[config.mk]
export PLATFORM = sky130hd
export DESIGN_NAME = dcrc_core
export DESIGN_NICKNAME = d
export VERILOG_FILES = /design/src/dcrc_pkg.sv /design/src/dcrc_core.sv
export SDC_FILE = /design/constraint.sdc
export NUM_CORES = 1
export LEC_CHECK = 0
export BUFFER_PORTS_ARGS = -buffer_cell sky130_fd_sc_hd__buf_2
export CAP_MARGIN = 20
export CORE_ASPECT_RATIO = 1.5
export CORE_MARGIN = 1.5
export CORE_UTILIZATION = 50
export CTS_CLUSTER_DIAMETER = 100
export DETAILED_ROUTE_END_ITERATION = 7
export PLACE_DENSITY = 0.7
export SLEW_MARGIN = 10
export SYNTH_ARGS = -nofsm -noshare
export SYNTH_HDL_FRONTEND = slang
export SYNTH_SLANG_ARGS = --single-unit
[constraint.sdc]
create_clock -name clk -period 4 [get_ports clk]
set_input_delay 0.8 -clock clk [delete_from_list [all_inputs] [get_ports clk]]
set_output_delay 0.8 -clock clk [all_outputs]
set_load 0.02 [all_outputs]
[src/dcrc_pkg.sv]
package dcrc_pkg;

    localparam logic [31:0] CRC_ALL_ONES      = 32'hFFFF_FFFF;
    localparam logic [31:0] CRC_POLY_REFLECT  = 32'h82F6_3B78;
    localparam logic [31:0] CRC_POLY_NORMAL   = 32'h04C1_1DB7;

    // Mode codes
    localparam logic MODE_CRC32C_REFL = 1'b0;
    localparam logic MODE_CRC32_NORM  = 1'b1;

    // One input transfer held in the input register
    typedef struct packed {
        logic        valid;
        logic [7:0]  data;
        logic        last;
        logic [31:0] expected;
    } dcrc_item_t;

    // Reflected byte fold (LSB first), unrolls to an XOR tree
    function automatic logic [31:0] fold_reflected(input logic [31:0] acc_in,
                                                   input logic [7:0]  byte_in);
        logic [31:0] acc;
        acc = acc_in ^ {24'h0, byte_in};
        for (int k = 0; k < 8; k++)
        begin
            acc = (acc >> 1) ^ (acc[0] ? CRC_POLY_REFLECT : 32'h0);
        end
        return acc;
    endfunction

    // Non-reflected byte fold (MSB first)
    function automatic logic [31:0] fold_normal(input logic [31:0] acc_in,
                                                input logic [7:0]  byte_in);
        logic [31:0] acc;
        acc = acc_in ^ {byte_in, 24'h0};
        for (int k = 0; k < 8; k++)
        begin
            acc = (acc << 1) ^ (acc[31] ? CRC_POLY_NORMAL : 32'h0);
        end
        return acc;
    endfunction

endpackage

[src/dcrc_core.sv]
module dcrc_core
    import dcrc_pkg::*;
(
    input  logic        clk,
    input  logic        rst_n,
    input  logic        cfg_wr_en,
    input  logic        cfg_wr_data,
    input  dcrc_item_t  item,
    output logic        advance,
    output logic        out_valid,
    input  logic        out_stall,
    output logic [31:0] crc_value,
    output logic        crc_match
);

    logic        mode_reg;
    logic [31:0] crc_reg;
    logic [31:0] crc_next;
    logic        start_reg;
    logic        out_valid_reg;
    logic        out_valid_next;
    logic [31:0] crc_value_reg;
    logic        crc_match_reg;
    logic [31:0] crc_base;
    logic [31:0] final_crc;
    logic        emit;

    // Mode register
    always_ff @(posedge clk or negedge rst_n)
    begin
        if (!rst_n)
            mode_reg <= MODE_CRC32C_REFL;
        else if (cfg_wr_en)
            mode_reg <= cfg_wr_data;
    end

    // Non-last bytes always move; a last byte needs a free result slot
    assign advance = item.valid && (!item.last || !out_valid_reg || !out_stall);
    assign emit    = advance && item.last;

    // Byte fold, seeded with the mode init on the first byte of a message
    always_comb
    begin
        if (start_reg)
            crc_base = (mode_reg == MODE_CRC32_NORM) ? 32'h0 : CRC_ALL_ONES;
        else
            crc_base = crc_reg;
        if (mode_reg == MODE_CRC32_NORM)
            crc_next = fold_normal(crc_base, item.data);
        else
            crc_next = fold_reflected(crc_base, item.data);
        final_crc = ~crc_next;
    end

    // Running CRC and message-start flag
    always_ff @(posedge clk or negedge rst_n)
    begin
        if (!rst_n)
        begin
            crc_reg   <= 32'h0;
            start_reg <= 1'b1;
        end
        else if (advance)
        begin
            crc_reg   <= crc_next;
            start_reg <= item.last;
        end
    end

    // Result register
    always_comb
    begin
        out_valid_next = out_valid_reg;
        if (emit)
            out_valid_next = 1'b1;
        else if (!out_stall)
            out_valid_next = 1'b0;
    end

    always_ff @(posedge clk or negedge rst_n)
    begin
        if (!rst_n)
            out_valid_reg <= 1'b0;
        else
            out_valid_reg <= out_valid_next;
    end

    always_ff @(posedge clk)
    begin
        if (emit)
        begin
            crc_value_reg <= final_crc;
            crc_match_reg <= (final_crc == item.expected);
        end
    end

    assign out_valid = out_valid_reg;
    assign crc_value = crc_value_reg;
    assign crc_match = crc_match_reg;

endmodule

==> out/results.env <==
MAXCAPVIOLATIONS=0
POSTSYNTH.ASYNCRESETSHARE_PCT=51.47
DESIGN.PORTCOUNT=82
SYNTHCELLS=765
MAPPEDNETLISTAREA_UM2=7228
SETUP-TNS-FINAL_NS=0
POST_DRT_WL_PER_CELL_UM=26.24
INITIAL_CORE_UTIL_PCT=51.42
YOSYS_WARNINGS=0
MULTI_INPUT_COMB_AREA_UM2=5022
SYNTH.TOP_CELLS.BY_COUNT='124 x sky130_fd_sc_hd__xnor2_1, 84 x sky130_fd_sc_hd__nor2_1, 63 x sky130_fd_sc_hd__o21ai_0, 60 x sky130_fd_sc_hd__nand2_1, 46 x sky130_fd_sc_hd__xor2_1'
CRITICAL-PATH-SLOWEST-CELL='sky130_fd_sc_hd__dfstp_2'
AREA_GROWTH_PCT=15.39
WORST_PIN_SLEW_NS=0.9286
CORE-AREA_UM2=14060
CRITICAL_PATH_ORIGIN='start_reg'
CRITICAL_PATH.MAX_STAGE_DELAY_NS=0.68
FIRST_GLOBAL_VIAS=6239
SLEW_HEADROOM_PCT=38.10
COUNT_OF_FLIP_FLOPS_WITH_A_BUILT_IN_ENABLE_AFTER_SYNTHESIS=33
TIMING.HOLD.WORST.CLASS='flip-flop to flip-flop'
DIE_H_UM=150.3
FIRST_PASS_ITERS=5
INSTANCES_NO_FILL=1057
FINAL.PERIOD_UTILIZATION_PCT=94.31
AREA.SEQUENTIAL_UM2=1869
CTS_TREE='built'
SETUP_VIOL=0
GRT_USE_TOTAL_PCT=37.31
PERIOD_NEEDED_NS=3.772
GRT_SETUP_UNREPAIRED='false'
DRIVE_GT1_SHARE_PCT=21.88
SYNTH.FF_LATCH_COUNT=68
HOLD_VIOL=0
POST_DRT_VIA_CELL_RATIO=5.989
PLACE_CONGESTION=1.025
STARTPOINT_OF_THE_WORST_REGISTER_TO_REGISTER_PATH='start_reg'
WORSTSKEWPAIRLATENCY_NS=0.34
FIN_NETS=906
MAXCLOCKFREQUENCY_MHz=265.1
TIMING.FINAL.MAX_SLEW_VIOLATIONS=0
DRT_FIRST_ITER_VIOLATIONS=529
POSTLAYOUTCELLAREA_UM2=8341
POSTPLACECELLAREA_UM2=8006
FINALWIRELENGTH_UM=27730
YOSYSTOPAREACELLSHARE_PCT=15.03
CRITICAL-PATH-TOP-CELL-BY-COUNT='sky130_fd_sc_hd__buf_4'
INITIAL_ANTENNA_VIOLATION_COUNT=0
FLOORPLAN.ROWS=53
DRT.ANTENNA.VIOLATING_NETS=0
FIN_SKEW_NS=0.009021
COUNT_OF_DISTINCT_CELL_TYPES_IN_THE_SYNTHESIZED_NETLIST=73
FLOORPLAN.DIE_AREA_UM2=15200
CP.REQUIRED_NS=4.16
CTS.PATH.MAX_BUFFERS=2
CRIT_PATH_CELL_TRACE='buf_4 -> o21ai_0 -> buf_4 -> a211oi_1 -> nor2_1 -> xnor2_1 -> xor2_1 -> a2111oi_0 -> nand4_1 -> nor4bb_1'
SYNTH.TOP_CELLS.BY_AREA='sky130_fd_sc_hd__xnor2_1 15%, sky130_fd_sc_hd__edfxtp_1 14%, sky130_fd_sc_hd__dfrtp_1 12%, sky130_fd_sc_hd__xnor3_1 11%, sky130_fd_sc_hd__xor2_1 5.6%'
OUTCOME='complete, no violations'
GRT_PASS1_WL_UM=39870
CTS_ROOT_BUFFER='sky130_fd_sc_hd__clkbuf_16'
AVERAGE_CELL_AREA_AFTER_SYNTHESIS_UM2=9.449
YOSYS.CELL_COUNT.TOP_TYPE='sky130_fd_sc_hd__xnor2_1'
CLK_PIN_SLEW_NS=0.06
NUMPORTBUFFERS=81
DPL_CELLS=1040
HOLD_START='out_valid'
CRITPATHLAUNCHTYPE='flip-flop'
DETAILROUTE.VIA_COUNT=6330
LARGEST_NET_DEGREE_AT_THE_START_OF_GLOBAL_ROUTING=66
CLOCK-SINKS=68
SYNTH.NET_COUNT=812
GRT.OVERFLOW.TOTAL=0
YOSYS_MOST_USED_DFF='sky130_fd_sc_hd__dfrtp_1'
CTS-BUFFERS-INSERTED=9
SYNTH.LARGEST_AREA_CELL='sky130_fd_sc_hd__xnor2_1'
DIE_WD_UM=101.2
FILLER_CELL_COUNT=1282
WORSTPATHARRIVAL_NS=3.93
CRITPATHMAXFANOUT=26
DPL.HPWL_UM=22160
POST_CTS.REPAIR.SETUP_BUFFERS=0
CRITICALPATHCATEGORY='flip-flop to flip-flop'
YS_SEQ_AREA_SHARE_PCT=25.84
HTREEDEPTH=3
DRT_DRC_VIOLATIONS_LEFT=0
SETUP.WORST_PATH.END_CLASS='flip-flop'
[placed cells by master, fill, tap and decap left out, drive strengths merged, types with 11 or more instances in the layout]
cell type  count
buf          137
xnor2        132
nor2          87
o21ai         63
nand2         61
xor2          48
xnor3         34
dfrtp         34
edfxtp        33
a21oi         20
inv           16
nor2b         15
nor3          15
a211oi        12
o211ai        12
nand3         11
[cell type report]
class / count / share of cell area, %
timing repair buffer: 137 / 9.901
antenna: 1 / 0.03000
tap: 192 / 2.880
clock inverter: 7 / 1.185
clock buffer: 9 / 2.700
sequential: 68 / 22.41
multi-input combinational: 628 / 60.22
inverter: 15 / 0.6751
[stage by stage]
stage / worst slack [ns] / hold slack [ns] / utilization [%]
after floorplan: 0.6611 / 0.4647 / -
after global placement: -0.2443 / 0.4787 / 56.95
after detailed placement: -0.2857 / 0.4922 / 56.95
after CTS: 0.03655 / 0.5096 / 59.26
after global routing: 0.04775 / 0.5402 / 59.31
final: 0.2276 / 0.5069 / 59.33
[worst paths after layout]
path                                to  slack [ns]  cells after the start
setup / recovery             crc_match        0.23                     10
hold / removal               out_valid        0.51                      1
setup reg to reg             crc_match        0.23                     10
hold reg to reg              out_valid        0.51                      1
max in group asynchronous     mode_reg        2.76                      1
min in group asynchronous  crc_reg[17]        0.58                      1
[per-layer routing]
layer | track usage (%) | part of all wire, % | up-vias
met5 | 0 | 0 | -
met4 | 27.43 | 8.4 | 0
met3 | 5.292 | 6.5 | 107
met2 | 61.14 | 48 | 318
met1 | 44.08 | 37 | 3055
li1 | - | - | 2850
[timing repair]
item	CTS	global route
gates resized for setup	0	1
hold buffers	0	0
setup endpoints to repair	0	1
[worst max-delay path: cells and delay by family (launching register included)]
| family | cells | cell delay, ns |
|---|---|---|
| AO/OA/AOI/OAI | 3 | 1.22 |
| XOR/XNOR | 2 | 0.48 |
| buffers and inverters | 2 | 0.55 |
| flip-flops | 1 | 0.68 |
| AND/OR/NAND/NOR | 3 | 0.66 |
[logic make-up (layout without fill, tap and decap cells)]
family | Yosys count | count (layout) | share of synthesized area, %
compound gates | 160 | 160 | 14.96
buf+inv | 69 | 168 | 4.812
xor+xnor | 221 | 221 | 36.52
flops | 68 | 68 | 25.84
mux | 14 | 14 | 2.164
other cells | 0 | 1 | 0
simple gates | 233 | 233 | 15.70
Power is left out: the tool's default activity adds up to more than one toggle a clock period on the data nets, which glitch-free logic cannot reach.
